## config.mk

```make
export PLATFORM = sky130hd
export DESIGN_NAME = indentation_block_tokenizer
export DESIGN_NICKNAME = d
export VERILOG_FILES = /design/src/design/ibt_pkg.sv /design/src/design/ibt_cmp.sv /design/src/design/ibt_stack.sv /design/src/design/indentation_block_tokenizer.sv
export VERILOG_INCLUDE_DIRS = /design/src /design/src/design
export SDC_FILE = /design/constraint.sdc
export NUM_CORES = 1
export LEC_CHECK = 0
export BUFFER_PORTS_ARGS = -buffer_cell sky130_fd_sc_hd__buf_2
export CAP_MARGIN = 30
export CORE_UTILIZATION = 25
export CTS_CLUSTER_DIAMETER = 30
export DETAILED_ROUTE_END_ITERATION = 8
export PLACE_DENSITY = 0.5
export SLEW_MARGIN = 5
export SYNTH_ARGS = -nofsm -noshare
export SYNTH_HDL_FRONTEND = slang
export SYNTH_SLANG_ARGS = --single-unit
```

## constraint.sdc

```tcl
create_clock -name clk -period 4.66 [get_ports clk]
set_input_delay 0.233 -clock clk [delete_from_list [all_inputs] [get_ports clk]]
set_output_delay 0.233 -clock clk [all_outputs]
set_load 0.005 [all_outputs]
```

## src/design/indentation_block_tokenizer_assert.svh

```systemverilog
// Assertion macros shared by the tokenizer RTL.
`ifndef INDENTATION_BLOCK_TOKENIZER_ASSERT_SVH
`define INDENTATION_BLOCK_TOKENIZER_ASSERT_SVH

// Check that holds in the same cycle as its trigger.
`define IBT_ASSERT_NOW(lbl, ante, cons, msg) \
  lbl: assert property (@(posedge clk) disable iff (!rst_n) (ante) |-> (cons)) \
    else $error(msg);

// Check that holds in the cycle after its trigger.
`define IBT_ASSERT_NEXT(lbl, ante, cons, msg) \
  lbl: assert property (@(posedge clk) disable iff (!rst_n) (ante) |=> (cons)) \
    else $error(msg);

`endif

```

## src/design/ibt_pkg.sv

```systemverilog
package ibt_pkg;

  localparam int unsigned CODE_W  = 16;
  localparam int unsigned LEN_W   = 8;
  localparam int unsigned LEVEL_W = 9;
  localparam int unsigned NEST_W  = 8;

  typedef enum logic [2:0] {
    CLS_OTHER     = 3'd0,
    CLS_OPEN_PAR  = 3'd1,
    CLS_CLOSE_PAR = 3'd2,
    CLS_OPEN_BRK  = 3'd3,
    CLS_CLOSE_BRK = 3'd4,
    CLS_NEWLINE   = 3'd5,
    CLS_SPACE     = 3'd6,
    CLS_END       = 3'd7
  } cls_t;

  typedef enum logic [2:0] {
    KIND_TOKEN = 3'd0,
    KIND_START = 3'd1,
    KIND_END   = 3'd2,
    KIND_SEP   = 3'd3,
    KIND_EOS   = 3'd4,
    KIND_ERROR = 3'd5
  } kind_t;

  typedef struct packed {
    logic lt;
    logic eq;
    logic gt;
  } cmp_res_t;

endpackage

```

## src/design/ibt_cmp.sv

```systemverilog
module ibt_cmp (
  input  logic signed [ibt_pkg::LEVEL_W-1:0] a,
  input  logic signed [ibt_pkg::LEVEL_W-1:0] b,
  output ibt_pkg::cmp_res_t                  res
);
  import ibt_pkg::*;

  // Signed compare of two indentation levels; minus one marks no level.
  assign res.lt = (a < b);
  assign res.eq = (a == b);
  assign res.gt = (a > b);

endmodule

```

## src/design/ibt_stack.sv

```systemverilog
module ibt_stack #(
  parameter int unsigned DEPTH = 16
) (
  input  logic                       clk,
  input  logic                       wr_en,
  input  logic [$clog2(DEPTH)-1:0]   wr_addr,
  input  logic [ibt_pkg::LEN_W-1:0]  wr_data,
  input  logic [$clog2(DEPTH)-1:0]   rd_addr,
  output logic [ibt_pkg::LEN_W-1:0]  rd_data
);
  import ibt_pkg::*;

  logic [LEN_W-1:0] mem_r [DEPTH];
  logic [LEN_W-1:0] rd_data_r;

  always_ff @(posedge clk) begin
    if (wr_en) begin
      mem_r[wr_addr] <= wr_data;
    end
    rd_data_r <= mem_r[rd_addr];
  end

  assign rd_data = rd_data_r;

endmodule

```

## src/design/indentation_block_tokenizer.sv

```systemverilog
// Flow: a token in an open line goes straight to the token state; the first token of a line
// first passes the level check (S_CMP); a dedent then reads (S_RD) and compares (S_POP) each level popped.
// Newline and whitespace words are taken in idle; end of input emits one END per open level, then EOS.
// The sequencer handles one word at a time and writes its results one by one into the output
// register, each only while the output slot is free; each stack level is read (S_RD) before its compare (S_POP).
// Reset (rst_n low, synchronous) empties the stack and clears the nesting and line state.
module indentation_block_tokenizer #(
  parameter int unsigned STACK_DEPTH = 16
) (
  input  logic        clk,
  input  logic        rst_n,
  input  logic        in_tvalid,
  output logic        in_tready,
  input  logic [23:0] in_tdata,   // token_code [15:0], space_length [23:16]
  input  logic [2:0]  in_tuser,   // token_class [2:0]
  output logic        out_tvalid,
  input  logic        out_tready,
  output logic [15:0] out_tdata,  // out_code [15:0]
  output logic [2:0]  out_tuser,  // out_kind [2:0]
  output logic        out_tlast
);
  import ibt_pkg::*;

  `include "indentation_block_tokenizer_assert.svh"

  localparam int unsigned AW = $clog2(STACK_DEPTH);
  localparam int unsigned CW = $clog2(STACK_DEPTH + 1);

  typedef enum logic [2:0] {
    S_IDLE,
    S_CMP,
    S_RD,
    S_POP,
    S_TOKEN,
    S_FLUSH
  } state_t;

  state_t                     state_r, state_nxt;
  logic [CW-1:0]              stack_cnt_r, stack_cnt_nxt;
  logic signed [LEVEL_W-1:0]  last_ind_r, last_ind_nxt;
  logic [NEST_W-1:0]          paren_r, paren_nxt;
  logic [NEST_W-1:0]          bracket_r, bracket_nxt;
  logic                       line_open_r, line_open_nxt;
  logic [LEN_W-1:0]           pend_r, pend_nxt;
  logic                       seen_r, seen_nxt;
  logic [CODE_W-1:0]          code_r, code_nxt;
  logic                       out_valid_r, out_valid_nxt;
  kind_t                      out_kind_r, out_kind_nxt;
  logic [CODE_W-1:0]          out_code_r, out_code_nxt;
  logic                       out_last_r, out_last_nxt;

  cls_t                       in_cls;
  logic [CODE_W-1:0]          in_code;
  logic [LEN_W-1:0]           in_len;
  logic                       slot_free;
  logic signed [LEVEL_W-1:0]  ind;
  logic signed [LEVEL_W-1:0]  cmp_a, cmp_b;
  cmp_res_t                   cmp;
  logic [CW-1:0]              cnt_m1;
  logic                       wr_en;
  logic [LEN_W-1:0]           top;
  logic                       emit;
  kind_t                      emit_kind;
  logic [CODE_W-1:0]          emit_code;
  logic                       emit_last;

  assign in_cls    = cls_t'(in_tuser);
  assign in_code   = in_tdata[15:0];
  assign in_len    = in_tdata[23:16];
  assign in_tready = (state_r == S_IDLE);
  assign slot_free = !out_valid_r || out_tready;
  assign ind       = seen_r ? $signed({1'b0, pend_r}) : '0;
  assign cnt_m1    = stack_cnt_r - CW'(1);

  // The one comparator serves both the level check and each step of the pop loop.
  assign cmp_a = (state_r == S_POP) ? $signed({1'b0, top}) : ind;
  assign cmp_b = (state_r == S_POP) ? ind : last_ind_r;

  ibt_cmp u_cmp (
    .a   (cmp_a),
    .b   (cmp_b),
    .res (cmp)
  );

  ibt_stack #(
    .DEPTH (STACK_DEPTH)
  ) u_stack (
    .clk     (clk),
    .wr_en   (wr_en),
    .wr_addr (stack_cnt_r[AW-1:0]),
    .wr_data (pend_r),
    .rd_addr (cnt_m1[AW-1:0]),
    .rd_data (top)
  );

  always_comb begin
    state_nxt     = state_r;
    stack_cnt_nxt = stack_cnt_r;
    last_ind_nxt  = last_ind_r;
    paren_nxt     = paren_r;
    bracket_nxt   = bracket_r;
    line_open_nxt = line_open_r;
    pend_nxt      = pend_r;
    seen_nxt      = seen_r;
    code_nxt      = code_r;
    wr_en         = 1'b0;
    emit          = 1'b0;
    emit_kind     = KIND_TOKEN;
    emit_code     = '0;
    emit_last     = 1'b0;

    unique case (state_r)
      S_IDLE: begin
        if (in_tvalid) begin
          unique case (in_cls)
            CLS_END: begin
              state_nxt = S_FLUSH;
            end
            CLS_NEWLINE: begin
              if (!(line_open_r && (paren_r != '0 || bracket_r != '0))) begin
                line_open_nxt = 1'b0;
                seen_nxt      = 1'b0;
                pend_nxt      = '0;
                paren_nxt     = '0;
                bracket_nxt   = '0;
              end
            end
            CLS_SPACE: begin
              if (!line_open_r && !seen_r) begin
                pend_nxt = in_len;
                seen_nxt = 1'b1;
              end
            end
            default: begin
              if (in_cls == CLS_OPEN_PAR && paren_r != '1) begin
                paren_nxt = paren_r + NEST_W'(1);
              end
              if (in_cls == CLS_CLOSE_PAR && paren_r != '0) begin
                paren_nxt = paren_r - NEST_W'(1);
              end
              if (in_cls == CLS_OPEN_BRK && bracket_r != '1) begin
                bracket_nxt = bracket_r + NEST_W'(1);
              end
              if (in_cls == CLS_CLOSE_BRK && bracket_r != '0) begin
                bracket_nxt = bracket_r - NEST_W'(1);
              end
              code_nxt      = in_code;
              line_open_nxt = 1'b1;
              state_nxt     = line_open_r ? S_TOKEN : S_CMP;
            end
          endcase
        end
      end
      S_CMP: begin
        if (slot_free) begin
          priority if (cmp.eq) begin
            emit      = 1'b1;
            emit_kind = KIND_SEP;
            state_nxt = S_TOKEN;
          end else if (cmp.gt) begin
            emit      = 1'b1;
            state_nxt = S_TOKEN;
            if (stack_cnt_r < CW'(STACK_DEPTH)) begin
              wr_en         = 1'b1;
              stack_cnt_nxt = stack_cnt_r + CW'(1);
              last_ind_nxt  = ind;
              emit_kind     = KIND_START;
            end else begin
              emit_kind = KIND_ERROR;
            end
          end else begin
            state_nxt = S_RD;
          end
        end
      end
      S_RD: begin
        // With levels left, this cycle reads the top entry for the next state.
        if (stack_cnt_r == '0) begin
          if (slot_free) begin
            emit         = 1'b1;
            emit_kind    = KIND_ERROR;
            last_ind_nxt = '1;
            state_nxt    = S_TOKEN;
          end
        end else begin
          state_nxt = S_POP;
        end
      end
      S_POP: begin
        if (slot_free) begin
          emit = 1'b1;
          priority if (cmp.gt) begin
            emit_kind     = KIND_END;
            stack_cnt_nxt = cnt_m1;
            state_nxt     = S_RD;
          end else if (cmp.eq) begin
            emit_kind    = KIND_SEP;
            last_ind_nxt = ind;
            state_nxt    = S_TOKEN;
          end else begin
            emit_kind    = KIND_ERROR;
            last_ind_nxt = $signed({1'b0, top});
            state_nxt    = S_TOKEN;
          end
        end
      end
      S_TOKEN: begin
        if (slot_free) begin
          emit      = 1'b1;
          emit_kind = KIND_TOKEN;
          emit_code = code_r;
          emit_last = 1'b1;
          state_nxt = S_IDLE;
        end
      end
      S_FLUSH: begin
        if (slot_free) begin
          emit = 1'b1;
          if (stack_cnt_r != '0) begin
            emit_kind     = KIND_END;
            stack_cnt_nxt = cnt_m1;
          end else begin
            emit_kind     = KIND_EOS;
            emit_last     = 1'b1;
            last_ind_nxt  = '1;
            line_open_nxt = 1'b0;
            seen_nxt      = 1'b0;
            pend_nxt      = '0;
            paren_nxt     = '0;
            bracket_nxt   = '0;
            state_nxt     = S_IDLE;
          end
        end
      end
      default: begin
        state_nxt = S_IDLE;
      end
    endcase

    out_valid_nxt = emit ? 1'b1 : (out_tready ? 1'b0 : out_valid_r);
    out_kind_nxt  = emit ? emit_kind : out_kind_r;
    out_code_nxt  = emit ? emit_code : out_code_r;
    out_last_nxt  = emit ? emit_last : out_last_r;
  end

  always_ff @(posedge clk) begin
    if (!rst_n) begin
      state_r     <= S_IDLE;
      stack_cnt_r <= '0;
      last_ind_r  <= '1;
      paren_r     <= '0;
      bracket_r   <= '0;
      line_open_r <= 1'b0;
      pend_r      <= '0;
      seen_r      <= 1'b0;
      out_valid_r <= 1'b0;
    end else begin
      state_r     <= state_nxt;
      stack_cnt_r <= stack_cnt_nxt;
      last_ind_r  <= last_ind_nxt;
      paren_r     <= paren_nxt;
      bracket_r   <= bracket_nxt;
      line_open_r <= line_open_nxt;
      pend_r      <= pend_nxt;
      seen_r      <= seen_nxt;
      out_valid_r <= out_valid_nxt;
    end
    code_r     <= code_nxt;
    out_kind_r <= out_kind_nxt;
    out_code_r <= out_code_nxt;
    out_last_r <= out_last_nxt;
  end

  assign out_tvalid = out_valid_r;
  assign out_tdata  = out_code_r;
  assign out_tuser  = out_kind_r;
  assign out_tlast  = out_last_r;

  `IBT_ASSERT_NOW(a_cnt_bound, 1'b1, stack_cnt_r <= CW'(STACK_DEPTH), "count over depth")
  `IBT_ASSERT_NOW(a_mid_run_busy, out_valid_r && !out_last_r, state_r != S_IDLE, "idle mid-run")
  `IBT_ASSERT_NEXT(a_end_pops, emit && emit_kind == KIND_END, stack_cnt_r == $past(cnt_m1), "no pop")
  `IBT_ASSERT_NEXT(a_eos_clears, emit && emit_kind == KIND_EOS, &last_ind_r && stack_cnt_r == '0, "eos")

endmodule
```

Word-level counts from Yosys, hierarchy flattened
Memories as Yosys holds them, arrays and structs flattened. A register that Yosys moved wholly into a read port is not among the register bits. Index checks and enable logic that the tools add are counted.

Register bits after elaboration: 80. Memory bits (writable): 128. Input port bits: 31. Output and inout bits: 22. Word-level logic and storage cells: 188. Memories: 1.

Memory list: u_stack.mem_r (depth 16, width 8, rd ports 1, clocked after memory_dff 1, write ports 1, RTL line ibt_stack.sv:13) `logic [LEN_W-1:0] mem_r [DEPTH];`.

Add/subtract/negate cells: 6. $lt $le $gt $ge: 2. Eq/ne operators: 37. Multiplexer cells: 95. Bitwise operators: 1. Reductions and logical operators: 33.

Operators by type and width (count): two-way mux 8 bit (14); two-way mux 9 bit (11); case mux 8 bit (2 select lines) (6); two-way mux 3 bit (23); two-way mux 5 bit (8); case mux 9 bit (4 select lines) (1); != test 2 bit, second input constant (16); two-way mux 1 bit (22); AND reduction 7 bit (3); == test 3 bit, second input constant (6); case mux 3 bit (6 select lines) (1); adder 8 x 1 -> 8 bit, second input constant (2); != test 8 bit, second input constant (2); nonzero test 8 bit (2); subtractor 8 x 1 -> 8 bit, second input constant (2); case mux 5 bit (3 select lines) (1); == test 3 x 2 -> 1 bit, second input constant (4); case mux 3 bit (4 select lines) (1); AND reduction 11 bit (1); case mux 1 bit (2 select lines) (5); == test 9 bit (1); greater-than comparator 9 bit (1); != test 3 bit, second input constant (3); AND reduction 9 bit (1); other kinds (24) (37).

Longest topological paths before layout
Gate-level depths: netlist (run 1).

Word-level depth: 9. Depth in mapped cells: 15.

Hierarchy
Synthesis (run 1) repeated with hierarchy kept, for this count alone.

Cells, all modules: 775. Area, all modules: 9942.0 sq um.

Modules (own cells, without submodules): ibt_stack (times used 1, cells an instance 229, area an instance 5147.4 sq um, sequential area each 4003.8 sq um); indentation_block_tokenizer (times used 1, cells an instance 511, area an instance 4541.9 sq um, sequential area each 1961.9 sq um); ibt_cmp (times used 1, cells an instance 35, area an instance 252.7 sq um, sequential area each 0.0 sq um).

Least setup slack after synthesis (run 1)
OpenSTA, ideal clock, no wires.

Path type: register -> register. Start: register state_r[0]. End: register out_code_r[0] (netlist: out_tdata[0]), enable pin. Library setup time: 0.428 ns. Arrival: 4.067 ns. Data required time: 4.232 ns. Path slack: 0.165 ns. Stages on the path, launching flop included: 14. Period minus slack after synthesis: 4.495 ns. Path through: dfxtp_1 -> clkbuf_1 -> clkbuf_1 -> and2_1 -> clkbuf_1 -> clkbuf_1 -> o21ai_0 -> ha_1 -> o211ai_1 -> a21oi_1 -> o221ai_1 -> nand3_1 -> a221oi_1 -> a211oi_1.

Longest elaborated chain between the ends: 7.

Ends and longest elaborated chain: start, declared (RTL line indentation_block_tokenizer.sv:38) `state_t state_r, state_nxt;`; start signal, assigned (RTL line indentation_block_tokenizer.sv:258) `state_r <= state_nxt;`; == test 3 x 2 -> 1 bit (RTL line indentation_block_tokenizer.sv:76, indentation_block_tokenizer.sv:77, indentation_block_tokenizer.sv:112); two-way mux 8 bit / two-way mux 9 bit (equally long branches) (RTL line indentation_block_tokenizer.sv:76, indentation_block_tokenizer.sv:77); greater-than comparator 9 bit (RTL line ibt_cmp.sv:11) `assign res.gt = (a > b);`; two-way mux 1 bit (RTL line indentation_block_tokenizer.sv:160) `end else if (cmp.gt) begin`; two-way mux 1 bit (RTL line indentation_block_tokenizer.sv:156) `priority if (cmp.eq) begin`; two-way mux 1 bit (RTL line indentation_block_tokenizer.sv:155) `if (slot_free) begin`; case mux 1 bit (3 select lines) (*) (RTL line indentation_block_tokenizer.sv:112) `unique case (state_r)`; named net emit (RTL line indentation_block_tokenizer.sv:62) `logic emit;`; end signal, assigned (RTL line indentation_block_tokenizer.sv:270) `out_code_r <= out_code_nxt;`; end, declared (RTL line indentation_block_tokenizer.sv:49) `logic [CODE_W-1:0] out_code_r, out_code_nxt;`.

Mark *: on every way through the listed nets, which the timed path passes. The rest lies on a longest branch. A chain may end at the register's enable or synchronous reset.

Worst setup path after layout (run 1)
Start: register state_r[1]. End: memory u_stack.mem_r[4][0], enable pin.

Longest elaborated chain between the ends: 9.

Ends and longest elaborated chain: == test 3 x 2 -> 1 bit (RTL line indentation_block_tokenizer.sv:76, indentation_block_tokenizer.sv:77); two-way mux 8 bit / two-way mux 9 bit (equally long branches) (RTL line indentation_block_tokenizer.sv:76, indentation_block_tokenizer.sv:77); greater-than comparator 9 bit (RTL line ibt_cmp.sv:11); two-way mux 1 bit (RTL line indentation_block_tokenizer.sv:160); two-way mux 1 bit (RTL line indentation_block_tokenizer.sv:156); two-way mux 1 bit (RTL line indentation_block_tokenizer.sv:155); two-way mux 1 bit (*) (RTL line indentation_block_tokenizer.sv:112); two-way mux 1 bit (*) (RTL line ibt_stack.sv:17) `if (wr_en) begin`; two-way mux 1 bit (not written as such) (*) (RTL line ibt_stack.sv:18) `mem_r[wr_addr] <= wr_data;`; end, declared (RTL line ibt_stack.sv:13).

Mark *: on every way between the ends. The rest lies on a longest branch, timed or not.

==> results.ini, run 1 <==
[worst_setup_path]
rr_startpoint=state_r[1]
critPathCaptureType=flop
cp-endpoint=u_stack.mem_r[4][0]
cp.required_ns=4.83
start_kind=flop
cpPeakStageDelay_ns=0.56
path_delay_family=simple AND/OR/NAND/NOR gates
path_class=flop to flop
r2r-end=u_stack.mem_r[4][0]
path_cells=buf_4, nor2b_1, and2_1, o21ai_0, ha_1, o211ai_1, a21oi_1, o221ai_1, a211oi_1, buf_4, nand3_1, nor2_1
worstRegToRegCells=12
cp_slowest_cell=nor2_1
cp_num_buf_inv=2
path_depth=12
r2r_slack_ns=0.85
worstPathArrival_ns=3.98
crit_top_cell=buf_4
crit_path_max_fanout=18
crit_start=state_r[1]

[placed_design]
dpl.hpwl_um=15400
placed_area_um2=10800
port_buffers=52
gp_congestion=0.819
place_inst=1293

[global_routing]
grt_use_total=0.121
grt-ovfl-total=0
grt_max_degree=38
antenna_found_initial=0
grt_pass1_vias=6302
grt_pass1_wl_um=36800

[route]
via_count=6337
drc=0
drtIter0Drc=421
viasPerCell=4.55
wl_per_cell_um=16.7
dr.pass1.iters=4
routed_wl_um=23300
ant_nets=0

[logic_synthesis]
synth_area_leaders=edfxtp_1, dfxtp_1, mux4_2
synth_fp_nets=780
synth-edff-count=164
synth-seq-cells=216
yosys.area.top_type=edfxtp_1
syn_area_um2=9760
synthArstFlopShare=0
synth_top_area_frac=0.504
synthFlopType=edfxtp_1
synth_area_per_cell_um2=13.5
synth_cell_types=67
synth_warnings=0
synth_sequential_area_ratio=0.611
synthCells=722

[cts]
cts.sinks=216
cts_buffers=42
cts_root_buffer=clkbuf_16
clkTransAtPathRegs_ns=0.05
cts_buffer_depth=3
htreeDepth=2
cts_tree=built
clk_latency_ns=0.55
postCtsSetupBuffers=0

[timing]
report.final.slew_viol_count=0
period_share=0.818
fin_tns_setup_ns=0
worst_pin_slew_ns=0.915
finClkSkew_ns=0.0470
min_period_ns=3.81
hold_violations=0
max_freq_mhz=262
rsz0062_at_grt=false
slew_headroom=0.385
setup_violations=0

[finish]
ff_latch_area_um2=5970
final_cells=1392
layout_commonest_cell=edfxtp_1
drive_gt1_frac=0.239
nets=901
layout_common_cells=edfxtp_1, nand2_1, nor2_1
syn_to_final_growth_pct=28.1
diodes=0
design_area_um2=12500
final_util=0.324
multiInputGateArea_um2=3610
fill_cells=3858

[die]
dieHeight_um=200
start_util=0.253
dieArea_um2=39800
pin_count=53
coreArea_um2=38600
rows=72
die_width_um=200

[power]
cellPowerDensity_nw_per_um2=587
cellLeakagePower_nw=4.58
finalPower_mw=7.34
ir_drop_mv=0.307

[run]
max-cap-violations=0

[worst_hold_path]
holdCritPathClass=primary input to flop

[outcome]
status=finished, final reports clean

## through the flow
| step | hold slack (ns) | setup slack [ns] |
|---|---|---|
| 6_report | 0.229 | 0.849 |
| 5_1_grt | 0.253 | 0.348 |
| 4_1_cts | 0.207 | 0.838 |
| 3_5_place_dp | 0.411 | 0.837 |
| 3_3_place_gp | 0.410 | 0.939 |
| 2_1_floorplan | 0.332 | 0.165 |
## worst register-to-register path: stages (launching register included)
cell and delay, ns:
dfxtp_1 0.37, buf_4 0.24, nor2b_1 0.22, and2_1 0.43, o21ai_0 0.17, ha_1 0.34
o211ai_1 0.09, a21oi_1 0.13, o221ai_1 0.30, a211oi_1 0.29, buf_4 0.19, nand3_1 0.12
nor2_1 0.56
## timing repair
action | 4_1_cts | 5_1_grt
resized for setup | 0 | 0
hold endpoints to repair | 24 | 0
hold buffers | 24 | 0
## worst min-delay path by stage
stage                  from        endpoint  slack, ns  cells after the start
2_1_floorplan   in_tdata[0]       code_r[0]       0.33                      0
3_3_place_gp   in_tdata[15]      code_r[15]       0.41                      1
3_5_place_dp   in_tdata[14]      code_r[14]       0.41                      1
4_1_cts               rst_n  stack_cnt_r[1]       0.21                      3
5_1_grt               rst_n  stack_cnt_r[4]       0.25                      3
6_report              rst_n  stack_cnt_r[1]       0.23                      3
## power by group
group / switching (mW) / internal, mW / leakage (nW)
combinational: 1.01 / 0.789 / 1.82
clock: 0.985 / 2.08 / 0.695
sequential: 0.107 / 2.37 / 2.06
## sequential cells by signal (all words and copies together) (netlist names), 8 cells and up
register / cells
paren_r: 8
bracket_r: 8
last_ind_r: 9
u_stack.mem_r: 128
u_stack.rd_data: 8
pend_r: 8
out_tdata: 16
code_r: 16
## layout make-up
cell class	count	share of cell area
Multi-Input combinational cell	456	0.288
Clock inverter	23	0.0273
Sequential cell	216	0.477
Clock buffer	52	0.0887
Tap cell	518	0.0518
Timing Repair Buffer	114	0.0628
Inverter	13	0.00390
## cells in the mapped netlist, drive strengths merged, types with 5 or more instances
cell and instances:
a211oi 13, a21oi 42, a22o 6, and2 21
and3 7, buf 10, clkbuf 27, dfxtp 52
edfxtp 164, ha 25, inv 13, mux2i 14
mux4 40, nand2 58, nand2b 11, nand3 20
nand4 8, nor2 56, nor2b 5, nor3 17
nor4 5, o2111ai 9, o211ai 7, o21ai 25
xnor2 9, xor2 7
## kinds of logic (layout without fill, tap and decap cells)
| logic type | count (synthesis) | after routing | synth area share |
|---|---|---|---|
| compound gates | 135 | 135 | 0.0946 |
| fa+ha+maj | 27 | 27 | 0.0361 |
| flops | 216 | 216 | 0.611 |
| simple gates | 221 | 221 | 0.113 |
| mux | 57 | 57 | 0.110 |
| buf+inv | 50 | 202 | 0.0209 |
| xor+xnor | 16 | 16 | 0.0144 |
## per-layer routing
layer / track usage / vias to the layer above / part of all wire
li1: - / 3041 / -
met3: 0.0277 / 27 / 0.047
met5: 0 / - / 0
met1: 0.165 / 3118 / 0.48
met4: 0.0399 / 0 / 0.016
met2: 0.190 / 151 / 0.46
Power figures use the tool's default switching activity.
==> run 2: changes to the inputs <==
Settings changed: ABC_AREA set to 1, PLACE_DENSITY 0.5 to 0.48.
Clock period 4.66 ns to 3.6 ns, I/O delays scaled along.
==> results.ini, run 2 <==
[logic_synthesis]
synthMostInstantiatedCell=nor2_1
synth-edff-count=164
synth_commonest_cells=nor2_1, nand2_1, edfxtp_1
synthArstFlopShare=0
synth_cell_types=44
synth_sequential_area_ratio=0.595
synth_top_area_frac=0.491
synth-seq-cells=216
synthCells=1015
yosys.area.top_type=edfxtp_1
synth_area_per_cell_um2=9.87
synth_fp_nets=1073
synthFlopType=edfxtp_1
synth_warnings=0
syn_area_um2=10000
synth_area_leaders=edfxtp_1, dfxtp_1, nor2_1

[worst_setup_path]
cp.required_ns=3.84
crit_path_max_fanout=14
path_delay_family=simple AND/OR/NAND/NOR gates
crit_top_cell=nand2_1
cpPeakStageDelay_ns=0.39
start_kind=flop
path_class=flop to flop
path_cells=inv_2, nand3_4, clkinvlp_4, buf_4, nand2_1, o21ai_0, ha_1, nand2_1, nor2_1, nand4_1, nand3_1, nand2_1, nor2_1, nand3_1, inv_1, nand2_1, nor2_1, buf_4
cp_num_buf_inv=5
critPathCaptureType=flop
cp_slowest_cell=dfxtp_2
worstPathArrival_ns=3.43

[timing]
setup_ws_ns=0.402
hold_violations=0
slew_headroom=0.454
report.final.slew_viol_count=0
worst_pin_slew_ns=0.819
setup_violations=0
fin_tns_setup_ns=0
min_period_ns=3.20
rsz0062_at_grt=false
finClkSkew_ns=0.0128
period_share=0.888
max_freq_mhz=313

[global_routing]
use_met3=0.0171
grt_use_total=0.131
grt_pass1_wl_um=41800
grt-ovfl-total=0
use_met1=0.168
grt_pass1_vias=7490
grt_max_degree=68
grtUsageMet2=0.224
globalRoute.busiestLayer=met2
antenna_found_initial=1

[die]
die_width_um=202
coreArea_um2=39100
rows=72
start_util=0.256
dieHeight_um=202
dieArea_um2=40900
pin_count=53

[cts]
clk_latency_ns=0.53
cts_buffers=39
cts_buffer_depth=3
cts_root_buffer=clkbuf_16
cts.sinks=216
cts_tree=built
clkTransAtPathRegs_ns=0.05
htreeDepth=2

[placed_design]
gp_congestion=0.838
dpl.hpwl_um=17900
place_inst=1585
port_buffers=52
post-place-ws_ns=0.271
placed_area_um2=11100

[power]
ir_drop_mv=0.325
cellLeakagePower_nw=5.02
cellPowerDensity_nw_per_um2=820

[finish]
final_cells=1682
diodes=0
largest-register=u_stack.mem_r
layout_common_cells=nor2_1, nand2_1, edfxtp_1
layout_commonest_cell=nor2_1
largest_reg_flops=128
final_util=0.322
fill_cells=4066
drive_gt1_frac=0.154
design_area_um2=12600
nets=1192
syn_to_final_growth_pct=25.5

[route]
via_count=7612
drc=0
drtIter0Drc=628
routed_wl_um=26400
wl_per_cell_um=15.7
viasPerCell=4.53
ant_nets=0
dr.pass1.iters=5

[run]
max-cap-violations=0

[outcome]
status=finished, final reports clean

[worst_hold_path]
holdCritPathClass=primary input to flop

## run 2: cell count changes after synthesis, sizes merged, moves of 13 or more
cell | before | now
and2 | 21 | 0
o21ai | 25 | 81
nand4 | 8 | 33
nor2 | 56 | 177
a211oi | 13 | 0
nand3 | 20 | 46
inv | 13 | 85
nand2 | 58 | 170
mux4 | 40 | 0
o32ai | 0 | 23
## run 2: layout make-up
class                           count  area (um^2)  area share
Sequential cell                   216         5970       0.475
Multi-Input combinational cell    676         3590       0.285
Clock buffer                       46         1020      0.0813
Timing Repair Buffer              113          778      0.0619
Tap cell                          518          648      0.0515
Inverter                           88          334      0.0266
Clock inverter                     25          239      0.0190
## run 2: worst paths after layout
check	depth (start not counted)	from	slack (ns)	end
worst max-delay path	18	state_r[2]	0.40	u_stack.mem_r[4][5]
worst min-delay path	2	rst_n	0.08	last_ind_r[2]
worst max register to register	18	state_r[2]	0.40	u_stack.mem_r[4][5]
worst min register to register	2	last_ind_r[5]	0.47	last_ind_r[5]
## run 2: power by group
group          leakage (nW)  switching, mW  total, mW  internal (mW)
combinational          2.37           2.39       3.51           1.12
clock                 0.604           1.29       3.43           2.14
sequential             2.05          0.219       3.37           3.16
## run 2: cell families after synthesis
logic type	count (synthesis)	share of synthesized area
buffers and inverters	123	0.0474
adder cells (fa/ha/maj)	27	0.0352
flip-flops	216	0.595
AND/OR/NAND/NOR	440	0.191
multiplexers	9	0.00899
XOR/XNOR	12	0.0105
AO/OA/AOI/OAI	188	0.112
## run 2: what timing repair did
item / 4_1_cts / 5_1_grt
hold buffers: 24 / 0
setup buffers: 0 / 2
endpoints found under the setup margin: 0 / 142
gates resized for setup: 0 / 4
endpoints found under the hold margin: 24 / 0
## run 2: per-layer routing
metal	vias to the layer above	wire (um)
met2	167	13000
met5	-	0
met1	3590	11600
met3	43	1080
li1	3812	-
met4	0	658
## run 2: stage by stage
stage / hold slack (ns) / total power [mW]
floorplan: 0.279 / 5.71
global placement: 0.357 / 6.95
detailed placement: 0.358 / 6.95
CTS: 0.0612 / 10.5
global route: 0.0805 / 11.0
finish: 0.0818 / 10.3
